**config.mk**
```make
export PLATFORM = sky130hd
export DESIGN_NAME = accumulator_cpu_step
export DESIGN_NICKNAME = d
export VERILOG_FILES = /design/src/rtl/core/acpu_pkg.sv /design/src/rtl/core/acpu_ram.sv /design/src/rtl/core/acpu_seq.sv /design/src/rtl/core/accumulator_cpu_step.sv
export SDC_FILE = /design/constraint.sdc
export NUM_CORES = 2
export LEC_CHECK = 0
export BUFFER_PORTS_ARGS = -buffer_cell sky130_fd_sc_hd__buf_2
export CAP_MARGIN = 25
export CORE_UTILIZATION = 55
export CTS_CLUSTER_DIAMETER = 50
export DETAILED_ROUTE_END_ITERATION = 10
export GPL_TIMING_DRIVEN = 0
export MAX_ROUTING_LAYER = met4
export PLACE_DENSITY = 0.68
export SETUP_SLACK_MARGIN = 0.5
export SYNTH_ARGS = -nofsm -noshare
export SYNTH_HDL_FRONTEND = slang
export SYNTH_SLANG_ARGS = --single-unit
```
**constraint.sdc**
```tcl
create_clock -name clk -period 12 [get_ports clk]
set_input_delay 2.4 -clock clk [delete_from_list [all_inputs] [get_ports clk]]
set_output_delay 2.4 -clock clk [all_outputs]
set_load 0.03 [all_outputs]
```
**src/rtl/core/acpu_pkg.sv**
```systemverilog
// Shared types, opcode constants and the microcode table of the accumulator CPU.
package acpu_pkg;

  localparam int COUNT_WIDTH_DEF = 32;
  localparam int DATA_W          = 8;
  localparam int MEM_DEPTH       = 256;
  localparam int ADDR_W          = $clog2(MEM_DEPTH);

  // Lower bounds of the opcode ranges.
  localparam logic [DATA_W-1:0] OP_STA = 8'h10;
  localparam logic [DATA_W-1:0] OP_LDA = 8'h20;
  localparam logic [DATA_W-1:0] OP_ADD = 8'h30;
  localparam logic [DATA_W-1:0] OP_OR  = 8'h40;
  localparam logic [DATA_W-1:0] OP_AND = 8'h50;
  localparam logic [DATA_W-1:0] OP_NOT = 8'h60;
  localparam logic [DATA_W-1:0] OP_JMP = 8'h80;
  localparam logic [DATA_W-1:0] OP_JN  = 8'h90;
  localparam logic [DATA_W-1:0] OP_JZ  = 8'hA0;
  localparam logic [DATA_W-1:0] OP_HLT = 8'hF0;

  localparam logic [ADDR_W-1:0] PC_LAST = 8'hFF;

  localparam logic [1:0] ST_CONTINUE = 2'd0;
  localparam logic [1:0] ST_HALT     = 2'd1;
  localparam logic [1:0] ST_MEMDONE  = 2'd2;

  localparam logic [1:0] CMD_EXEC  = 2'd0;
  localparam logic [1:0] CMD_WRITE = 2'd1;
  localparam logic [1:0] CMD_READ  = 2'd2;
  localparam logic [1:0] CMD_NONE  = 2'd3;

  typedef struct packed {
    logic [1:0]        command;
    logic [ADDR_W-1:0] mem_address;
    logic [DATA_W-1:0] mem_write_data;
  } cmd_t;

  typedef struct packed {
    logic [1:0]        status;
    logic [DATA_W-1:0] read_data;
    logic [DATA_W-1:0] acc_value;
    logic [ADDR_W-1:0] pc_value;
    logic              negative_flag;
    logic              zero_flag;
    logic [31:0]       instr_count;
    logic [31:0]       access_count;
  } rsp_t;

  typedef enum logic [2:0] {
    CLS_NOP, CLS_DATA, CLS_NOT, CLS_JUMP, CLS_HLT
  } op_class_t;

  typedef enum logic [3:0] {
    U_IDLE, U_FETCH, U_OPND, U_DISP, U_NOP, U_DATA, U_DATA2, U_NOT,
    U_JUMP, U_HLT, U_FIN, U_WRITE, U_READ, U_READ2, U_NONE
  } upc_t;

  typedef enum logic [1:0] {ADDR_PC, ADDR_PC1, ADDR_ARG, ADDR_CMD} addr_sel_t;
  typedef enum logic [1:0] {PC_KEEP, PC_INC1, PC_INC2, PC_BRANCH} pc_op_t;
  typedef enum logic [1:0] {ACC_KEEP, ACC_ALU, ACC_NOT} acc_op_t;
  typedef enum logic [1:0] {EMIT_NONE, EMIT_EXEC, EMIT_MEM, EMIT_READ} emit_t;
  typedef enum logic [2:0] {NXT_WAIT, NXT_SEQ, NXT_GOTO, NXT_DISPATCH, NXT_IDLE} nxt_t;

  typedef struct packed {
    addr_sel_t  addr_sel;
    logic       we_cmd;
    logic       we_acc;
    logic       ld_ir;
    logic       ld_arg;
    pc_op_t     pc_op;
    acc_op_t    acc_op;
    logic [1:0] cnt_add;
    logic       fin;
    emit_t      emit;
    nxt_t       nxt;
    upc_t       target;
  } ctrl_t;

  typedef struct packed {
    logic       in_fire;
    logic [1:0] command;
    op_class_t  cls;
    logic       out_blocked;
  } seq_stat_t;

  typedef struct packed {
    ctrl_t ctrl;
    logic  step_en;
    logic  idle;
  } seq_out_t;

  function automatic op_class_t op_class(input logic [DATA_W-1:0] op);
    op_class_t c;
    if (op < OP_STA)      c = CLS_NOP;
    else if (op < OP_NOT) c = CLS_DATA;
    else if (op < OP_JMP) c = CLS_NOT;
    else if (op < OP_HLT) c = CLS_JUMP;
    else                  c = CLS_HLT;
    return c;
  endfunction

  // Microcode ROM: one control word per step.
  function automatic ctrl_t ucode(input upc_t u);
    ctrl_t c;
    c = '0;
    unique case (u)
      U_IDLE:  c.nxt = NXT_WAIT;
      U_FETCH: begin
        c.addr_sel = ADDR_PC;
        c.nxt      = NXT_SEQ;
      end
      U_OPND: begin
        c.addr_sel = ADDR_PC1;
        c.ld_ir    = 1'b1;
        c.nxt      = NXT_SEQ;
      end
      U_DISP: begin
        c.ld_arg = 1'b1;
        c.nxt    = NXT_DISPATCH;
      end
      U_NOP: begin
        c.pc_op   = PC_INC1;
        c.cnt_add = 2'd1;
        c.nxt     = NXT_GOTO;
        c.target  = U_FIN;
      end
      U_DATA: begin
        c.addr_sel = ADDR_ARG;
        c.we_acc   = 1'b1;
        c.nxt      = NXT_SEQ;
      end
      U_DATA2: begin
        c.acc_op  = ACC_ALU;
        c.pc_op   = PC_INC2;
        c.cnt_add = 2'd3;
        c.nxt     = NXT_GOTO;
        c.target  = U_FIN;
      end
      U_NOT: begin
        c.acc_op  = ACC_NOT;
        c.pc_op   = PC_INC1;
        c.cnt_add = 2'd1;
        c.nxt     = NXT_GOTO;
        c.target  = U_FIN;
      end
      U_JUMP: begin
        c.pc_op   = PC_BRANCH;
        c.cnt_add = 2'd2;
        c.nxt     = NXT_GOTO;
        c.target  = U_FIN;
      end
      U_HLT: begin
        c.pc_op   = PC_INC1;
        c.cnt_add = 2'd1;
        c.nxt     = NXT_GOTO;
        c.target  = U_FIN;
      end
      U_FIN: begin
        c.fin  = 1'b1;
        c.emit = EMIT_EXEC;
        c.nxt  = NXT_IDLE;
      end
      U_WRITE: begin
        c.addr_sel = ADDR_CMD;
        c.we_cmd   = 1'b1;
        c.emit     = EMIT_MEM;
        c.nxt      = NXT_IDLE;
      end
      U_READ: begin
        c.addr_sel = ADDR_CMD;
        c.nxt      = NXT_SEQ;
      end
      U_READ2: begin
        c.addr_sel = ADDR_CMD;
        c.emit     = EMIT_READ;
        c.nxt      = NXT_IDLE;
      end
      U_NONE: begin
        c.emit = EMIT_MEM;
        c.nxt  = NXT_IDLE;
      end
      default: c.nxt = NXT_IDLE;
    endcase
    return c;
  endfunction

endpackage

```
**src/rtl/core/acpu_ram.sv**
```systemverilog
// Generic single-port RAM with a registered read.
module acpu_ram #(
  parameter int WIDTH = 8,
  parameter int DEPTH = 256
) (
  input  logic                     clk,
  input  logic [$clog2(DEPTH)-1:0] addr,
  input  logic                     we,
  input  logic [WIDTH-1:0]         wdata,
  output logic [WIDTH-1:0]         rdata
);

  logic [WIDTH-1:0] mem [DEPTH];

  always_ff @(posedge clk) begin
    if (we) begin
      mem[addr] <= wdata;
    end
    rdata <= mem[addr];
  end

endmodule

```
**src/rtl/core/acpu_seq.sv**
```systemverilog
// Microcode sequencer: step counter, control word lookup and branching.
module acpu_seq (
  input  logic                clk,
  input  logic                rst,
  input  acpu_pkg::seq_stat_t stat,
  output acpu_pkg::seq_out_t  so
);
  import acpu_pkg::*;

  upc_t  upc;
  upc_t  upc_next;
  ctrl_t ctrl;
  logic  stall;

  function automatic upc_t entry(input logic [1:0] command);
    upc_t u;
    unique case (command)
      CMD_EXEC:  u = U_FETCH;
      CMD_WRITE: u = U_WRITE;
      CMD_READ:  u = U_READ;
      default:   u = U_NONE;
    endcase
    return u;
  endfunction

  function automatic upc_t dispatch(input op_class_t cls);
    upc_t u;
    unique case (cls)
      CLS_NOP:  u = U_NOP;
      CLS_DATA: u = U_DATA;
      CLS_NOT:  u = U_NOT;
      CLS_JUMP: u = U_JUMP;
      default:  u = U_HLT;
    endcase
    return u;
  endfunction

  // Output logic: the control word of the current step.
  always_comb begin
    ctrl       = ucode(upc);
    stall      = (ctrl.emit != EMIT_NONE) && stat.out_blocked;
    so.ctrl    = ctrl;
    so.step_en = !stall;
    so.idle    = (upc == U_IDLE);
  end

  // Next step logic.
  always_comb begin
    upc_next = upc;
    if (!stall) begin
      unique case (ctrl.nxt)
        NXT_WAIT:     upc_next = stat.in_fire ? entry(stat.command) : U_IDLE;
        NXT_SEQ:      upc_next = upc_t'(4'(upc) + 4'd1);
        NXT_GOTO:     upc_next = ctrl.target;
        NXT_DISPATCH: upc_next = dispatch(stat.cls);
        default:      upc_next = U_IDLE;
      endcase
    end
  end

  always_ff @(posedge clk) begin
    if (rst) begin
      upc <= U_IDLE;
    end else begin
      upc <= upc_next;
    end
  end

endmodule

```
**src/rtl/core/accumulator_cpu_step.sv**
```systemverilog
// Top level of the 8-bit accumulator CPU step engine with its 256-byte memory.
// Execute steps: fetch, operand, dispatch, class step (two for STA, LDA, ADD, OR, AND),
// finish; a write takes one step, a read two. One item at a time; the next can be
// accepted in the cycle after the result is registered. One microcode step per cycle
// unless a result waits on rsp_ready; opcode, operand and data byte are three dependent
// single-port RAM reads. Reset clears registers, counters and memory valid bits.
module accumulator_cpu_step #(
  parameter int COUNT_WIDTH = acpu_pkg::COUNT_WIDTH_DEF
) (
  input  logic           clk,
  input  logic           rst,
  input  logic           cmd_valid,
  output logic           cmd_ready,
  input  acpu_pkg::cmd_t cmd,
  output logic           rsp_valid,
  input  logic           rsp_ready,
  output acpu_pkg::rsp_t rsp
);
  import acpu_pkg::*;

  // Architectural state.
  logic [DATA_W-1:0]      acc;
  logic [ADDR_W-1:0]      pc;
  logic                   neg;
  logic                   zero;
  logic [COUNT_WIDTH-1:0] instr_cnt;
  logic [COUNT_WIDTH-1:0] access_cnt;

  // Instruction and command holding registers.
  cmd_t              req;
  logic [DATA_W-1:0] ir;
  logic [ADDR_W-1:0] arg;

  // The memory resets to all zero: every byte carries a valid bit, and a byte
  // that has never been written reads as zero.
  logic [MEM_DEPTH-1:0] mem_valid;
  logic                 rd_valid;
  logic [ADDR_W-1:0]    ram_addr;
  logic                 ram_we;
  logic [DATA_W-1:0]    ram_wdata;
  logic [DATA_W-1:0]    ram_rdata;
  logic [DATA_W-1:0]    mem_rdata;

  seq_stat_t stat;
  seq_out_t  so;
  ctrl_t     ctrl;
  op_class_t cls;
  logic      cmd_fire;
  logic      take;
  logic      rsp_load;
  rsp_t      rsp_next;

  logic [DATA_W-1:0] acc_next;
  logic [ADDR_W-1:0] pc_next;

  assign ctrl      = so.ctrl;
  assign cls       = op_class(ir);
  assign cmd_ready = so.idle;
  assign cmd_fire  = cmd_valid && cmd_ready;

  always_comb begin
    stat.in_fire     = cmd_fire;
    stat.command     = cmd.command;
    stat.cls         = cls;
    stat.out_blocked = rsp_valid && !rsp_ready;
  end

  acpu_seq u_seq (
    .clk  (clk),
    .rst  (rst),
    .stat (stat),
    .so   (so)
  );

  // The single memory port serves the opcode, the operand, the data byte and
  // the host write and read commands, one access per step.
  always_comb begin
    unique case (ctrl.addr_sel)
      ADDR_PC:  ram_addr = pc;
      ADDR_PC1: ram_addr = pc + 8'd1;
      ADDR_ARG: ram_addr = arg;
      default:  ram_addr = req.mem_address;
    endcase
    // STA is the only data instruction that writes memory.
    ram_we    = so.step_en && (ctrl.we_cmd || (ctrl.we_acc && (ir < OP_LDA)));
    ram_wdata = ctrl.we_cmd ? req.mem_write_data : acc;
  end

  acpu_ram #(
    .WIDTH (DATA_W),
    .DEPTH (MEM_DEPTH)
  ) u_ram (
    .clk   (clk),
    .addr  (ram_addr),
    .we    (ram_we),
    .wdata (ram_wdata),
    .rdata (ram_rdata)
  );

  assign mem_rdata = rd_valid ? ram_rdata : '0;

  // Accumulator update. Within the data class the opcode range picks the ALU
  // function; STA leaves the accumulator alone.
  always_comb begin
    case (ctrl.acc_op)
      ACC_NOT: acc_next = ~acc;
      ACC_ALU: begin
        if (ir < OP_LDA)      acc_next = acc;
        else if (ir < OP_ADD) acc_next = mem_rdata;
        else if (ir < OP_OR)  acc_next = acc + mem_rdata;
        else if (ir < OP_AND) acc_next = acc | mem_rdata;
        else                  acc_next = acc & mem_rdata;
      end
      default: acc_next = acc;
    endcase
  end

  // Program counter update. JMP always branches, JN on a negative accumulator
  // and JZ on a zero accumulator; a branch not taken skips the operand.
  always_comb begin
    if (ir < OP_JN)      take = 1'b1;
    else if (ir < OP_JZ) take = acc[DATA_W-1];
    else                 take = (acc == '0);
    case (ctrl.pc_op)
      PC_INC1:   pc_next = pc + 8'd1;
      PC_INC2:   pc_next = pc + 8'd2;
      PC_BRANCH: pc_next = take ? arg : pc + 8'd2;
      default:   pc_next = pc;
    endcase
  end

  // Result assembly. On the final step of an execute item the accumulator and
  // PC already hold their new values, while the flags and the instruction
  // counter are updated at the same edge that loads the result.
  always_comb begin
    rsp_load                = so.step_en && (ctrl.emit != EMIT_NONE);
    rsp_next.acc_value      = acc;
    rsp_next.pc_value       = pc;
    rsp_next.access_count   = 32'(access_cnt);
    rsp_next.read_data      = '0;
    if (ctrl.emit == EMIT_EXEC) begin
      rsp_next.status        = ((cls == CLS_HLT) || (pc == PC_LAST)) ? ST_HALT : ST_CONTINUE;
      rsp_next.negative_flag = acc[DATA_W-1];
      rsp_next.zero_flag     = (acc == '0);
      rsp_next.instr_count   = 32'(instr_cnt + COUNT_WIDTH'(1));
    end else begin
      rsp_next.status        = ST_MEMDONE;
      rsp_next.negative_flag = neg;
      rsp_next.zero_flag     = zero;
      rsp_next.instr_count   = 32'(instr_cnt);
      if (ctrl.emit == EMIT_READ) begin
        rsp_next.read_data = mem_rdata;
      end
    end
  end

  // Control state and architectural registers.
  always_ff @(posedge clk) begin
    if (rst) begin
      acc        <= '0;
      pc         <= '0;
      neg        <= 1'b0;
      zero       <= 1'b0;
      instr_cnt  <= '0;
      access_cnt <= '0;
      mem_valid  <= '0;
      rsp_valid  <= 1'b0;
    end else begin
      if (so.step_en) begin
        acc        <= acc_next;
        pc         <= pc_next;
        access_cnt <= access_cnt + COUNT_WIDTH'(ctrl.cnt_add);
        if (ctrl.fin) begin
          neg       <= acc[DATA_W-1];
          zero      <= (acc == '0);
          instr_cnt <= instr_cnt + COUNT_WIDTH'(1);
        end
      end
      if (ram_we) begin
        mem_valid[ram_addr] <= 1'b1;
      end
      if (rsp_load) begin
        rsp_valid <= 1'b1;
      end else if (rsp_ready) begin
        rsp_valid <= 1'b0;
      end
    end
  end

  // Payload registers.
  always_ff @(posedge clk) begin
    rd_valid <= mem_valid[ram_addr];
    if (cmd_fire) begin
      req <= cmd;
    end
    if (so.step_en && ctrl.ld_ir) begin
      ir <= mem_rdata;
    end
    if (so.step_en && ctrl.ld_arg) begin
      arg <= mem_rdata;
    end
    if (rsp_load) begin
      rsp <= rsp_next;
    end
  end

  // Only one item is in flight: acceptance closes the input until the result
  // has been registered.
  assert property (@(posedge clk) disable iff (rst)
    (cmd_valid && cmd_ready) |=> !cmd_ready)
    else $error("item accepted while another is in flight");

  // A new result never overwrites one that is still waiting.
  assert property (@(posedge clk) disable iff (rst)
    rsp_load |-> (!rsp_valid || rsp_ready))
    else $error("result register overwritten");

  // Results of execute items carry flags that match their accumulator.
  assert property (@(posedge clk) disable iff (rst)
    (rsp_valid && (rsp.status != ST_MEMDONE)) |->
      ((rsp.zero_flag == (rsp.acc_value == '0)) &&
       (rsp.negative_flag == rsp.acc_value[DATA_W-1])))
    else $error("flags disagree with accumulator");

  // The access counter moves only on a microcode step that counts accesses.
  assert property (@(posedge clk) disable iff (rst)
    (!$past(rst) && (access_cnt != $past(access_cnt))) |->
      $past(so.step_en && (ctrl.cnt_add != 2'd0)))
    else $error("access counter changed outside an execute step");

endmodule
```
==> qor.txt <==
Outcome: finished clean
Cell variety after synth: 77
DRC viols: 0
CTS buffer count: 281
Area taken by multi-input logic gates: 25,100 um^2
Hold_buf cts: 0
Slew Limit Fails: 0
First DRT Iteration DRCs: 10.5k
Vias: 65.3k
Crit-path leading delay family: buffers and inverters
Setup CP Type: flip-flop to flip-flop
Gates resized, CTS repair: 0
Vias per cell: 6.61
Row cnt: 155
DIE HEIGHT: 428 um
Ys async rst share: 0%
Maximum VDD drop: 0.000155 V
Seq pwr share: 36.6%
Clock Power Share: 32.0%
Syn nets: 6,906
Area of the die: 183,000 um^2
Largest net degree at the start of global routing: 125
H-tree depth: 5
WP buf/inv: 6
Setup violations, final: 0
Gpl congestion: 1.06
Commonest cells after routing, fill and taps aside: edfxtp_1, nor2_1, nand2_1, dfxtp_1, mux2i_1
Register area: 72,100 um^2
Post-DP HPWL: 227,000 um
Syn_area_per_cell: 14.5 um^2
GRT met3 Usage: 8.98%
CTS tree: built
Critical Path Source Type: flip-flop
Static leakage: 39.6 nW
Fin Clk Skew: 0.0502 ns
Max-Cap Viols: 0
Commonest non-fill, non-tap cell in the layout: edfxtp_1
Crit path DAT: 7.69 ns
Internal: 16.7 mW
Worst path max stage delay: 0.90 ns
Switching power: 9.62 mW
EDFF count, synth: 2,168
Switch share: 36.6%
Clock root cell: clkbuf_16
GRT Max-Usage Layer: met2
Fin crit period: 7.03 ns
Global route overflow: 0
FMAX: 0.142 GHz
Util after Layout: 63.2%
Final hold violations: 0
Nets: 7,353
#FFs+latches synth: 2,520
Comb pwr share: 31.4%
Post-Syn Area: 99,700 um^2
Post-synthesis sequential area ratio: 72.4%
Layout fillers: 13.2k
First-pass GRT wire length: 456,000 um
Area after DPL: 104,000 um^2
RSZ-0062 raised after global routing: false
Met2 Use GR: 53.2%
Clk slew on worst S/H paths: 0.06 ns
Tot GR Track Use: 37.1%
Synth warnings: 0
PD cells: 232 nW/um^2
Mapped Cells: 6,856
Normalized max-slew margin: 19.0%
Die width: 428 um
Ratio of cells with drive above 1 in the final layout: 13.3%
Clock buffer depth: 4
Vias in the first global route: 61.1k
Setup TNS: 0 ns
Core Footprint: 179,000 um^2
IO Pins: 116
CP max stage cell: clkbuf_1
Data required, critical path: 12.66 ns
Dominant synthesized flop cell: edfxtp_1
Worst path cell trace: inv_1 -> ha_1 -> mux2_4 -> and2_1 -> o221ai_2 -> buf_6 -> buf_2 -> buf_4 -> buf_2 -> clkbuf_1 -> a311oi_1 -> o21ai_0 -> o2111ai_1 -> o22ai_1 -> a41oi_1
Max FO, Critical Path: 11
IO Port Bufs: 114
Met1 usage: 48.7%
DRT antenna net count: 0
Initial antenna violation count: 26
Most used cell, CP: buf_2
Worst-Margin Slew: 1.21 ns
Setup crit end kind: flip-flop
Average wire per standard cell: 33.5 um
Starting Density: 55.6%
Drt first pass iters: 8
Post-CTS setup buffers: 0
Final period util: 58.6%
# clock sinks: 2,520
Hold WC Path Type: flip-flop to flip-flop
Clk_lat worst skew: 0.95 ns
Final Cell Area: 113,000 um^2
Area delta synth->final: 13.7%
Final wirelength: 331,000 um
final timing paths:
path	startpoint	cells after the start	slack, ns	to
max	u_seq.upc[0]	15	4.97	u_ram.rdata[5]
min	pc[4]	0	0.44	rsp[70]
max reg2reg	u_seq.upc[0]	15	4.97	u_ram.rdata[5]
min reg2reg	pc[4]	0	0.44	rsp[70]
logic make-up (layout without fill, tap and decap cells):
logic type                 Yosys count  count (layout)  synth area share, %
AOI/OAI and AO/OA                 1153            1153                 8.38
xor gates and xnor gates            91              91                0.799
adders and majority gates           28              28                0.366
buffers and inverters              578            1232                 2.57
DFF                               2520            2520                 72.4
muxes                              516             516                 7.24
other                                0              18                    0
and+or+nand+nor                   1970            1970                 8.29
cell type report:
type,instances,share of cell area (%)
multi-input combinational,3758,22.2
buffer,452,1.85
sequential,2520,63.7
timing repair buffer,164,1.38
clock buffer,381,6.95
inverter,126,0.420
tap,2355,2.60
antenna,18,0.0397
clock inverter,109,0.905
power groups by stage:
stage                     combinational, mW  sequential [mW]  clock (mW)
final                                  8.26             9.64        8.41
after global routing                   8.28             9.64        8.76
after CTS                              7.92             9.63        8.42
after detailed placement               7.89             9.82           0
after global placement                 7.73             9.86           0
after floorplan                        4.19             9.84           0
through the flow:
stage	total power, mW	worst slack (ns)	std cells	hold slack, ns
2_1_floorplan	14.0	5.16	6856	0.403
3_3_place_gp	17.6	3.68	9325	0.415
3_5_place_dp	17.7	5.06	9371	0.422
4_1_cts	26.0	5.43	9861	0.439
5_1_grt	26.7	5.11	9876	0.455
6_report	26.3	4.97	9883	0.439
Yosys cell counts (10+ instances only):
cell	count	area [um^2]
buf_2	180	901
a211oi_1	229	1720
and3_1	41	257
buf_1	25	93.8
nand2_1	574	2150
mux2i_1	324	3240
xor2_1	47	412
buf_4	31	233
mux2_2	22	248
a221o_1	10	100
or4_1	19	143
o22ai_1	35	219
and2_1	11	68.8
o2111ai_1	18	158
a311oi_1	90	788
o21ai_0	120	601
nor2_1	920	3450
nand4_1	31	194
a22oi_1	146	1100
xnor2_1	44	385
a221oi_1	86	753
a21oi_1	118	591
inv_1	125	469
a22o_1	10	87.6
or3_1	15	93.8
a222oi_1	18	180
ha_1	26	325
o221ai_1	29	254
nor3_1	31	155
clkbuf_1	210	788
o31ai_1	14	105
a31oi_1	99	619
a21o_1	23	173
o211ai_1	43	323
dfxtp_1	352	7050
mux4_2	161	3630
edfxtp_1	2168	65100
nand3_1	289	1450
a41oi_1	10	87.6
state kept, by name (all words and copies together), names as in the netlist:
| register | cells |
|---|---|
| acc | 8 |
| access_cnt | 32 |
| arg | 8 |
| instr_cnt | 32 |
| ir | 4 |
| mem_valid | 256 |
| neg | 1 |
| pc | 8 |
| rd_valid | 1 |
| req | 16 |
| rsp | 92 |
| rsp_valid | 1 |
| u_ram.mem | 2048 |
| u_ram.rdata | 8 |
| u_seq.upc | 4 |
| zero | 1 |
routing by layer:
layer  part of all wire [%]  wire length [um]
met5                      0                 0
met3                     13             41500
met2                     44            146000
met1                     37            123000
met4                    6.3             20900
worst register-to-register path, stage by stage (launching register included):
cell and delay [ns]:
dfxtp_1 0.47, inv_1 0.11, ha_1 0.32, mux2_4 0.34, and2_1 0.22, o221ai_2 0.32
buf_6 0.26, buf_2 0.64, buf_4 0.56, buf_2 0.35, clkbuf_1 0.90, a311oi_1 0.31
o21ai_0 0.76, o2111ai_1 0.30, o22ai_1 0.64, a41oi_1 0.28
No activity file was read; power rests on OpenSTA's default activity.
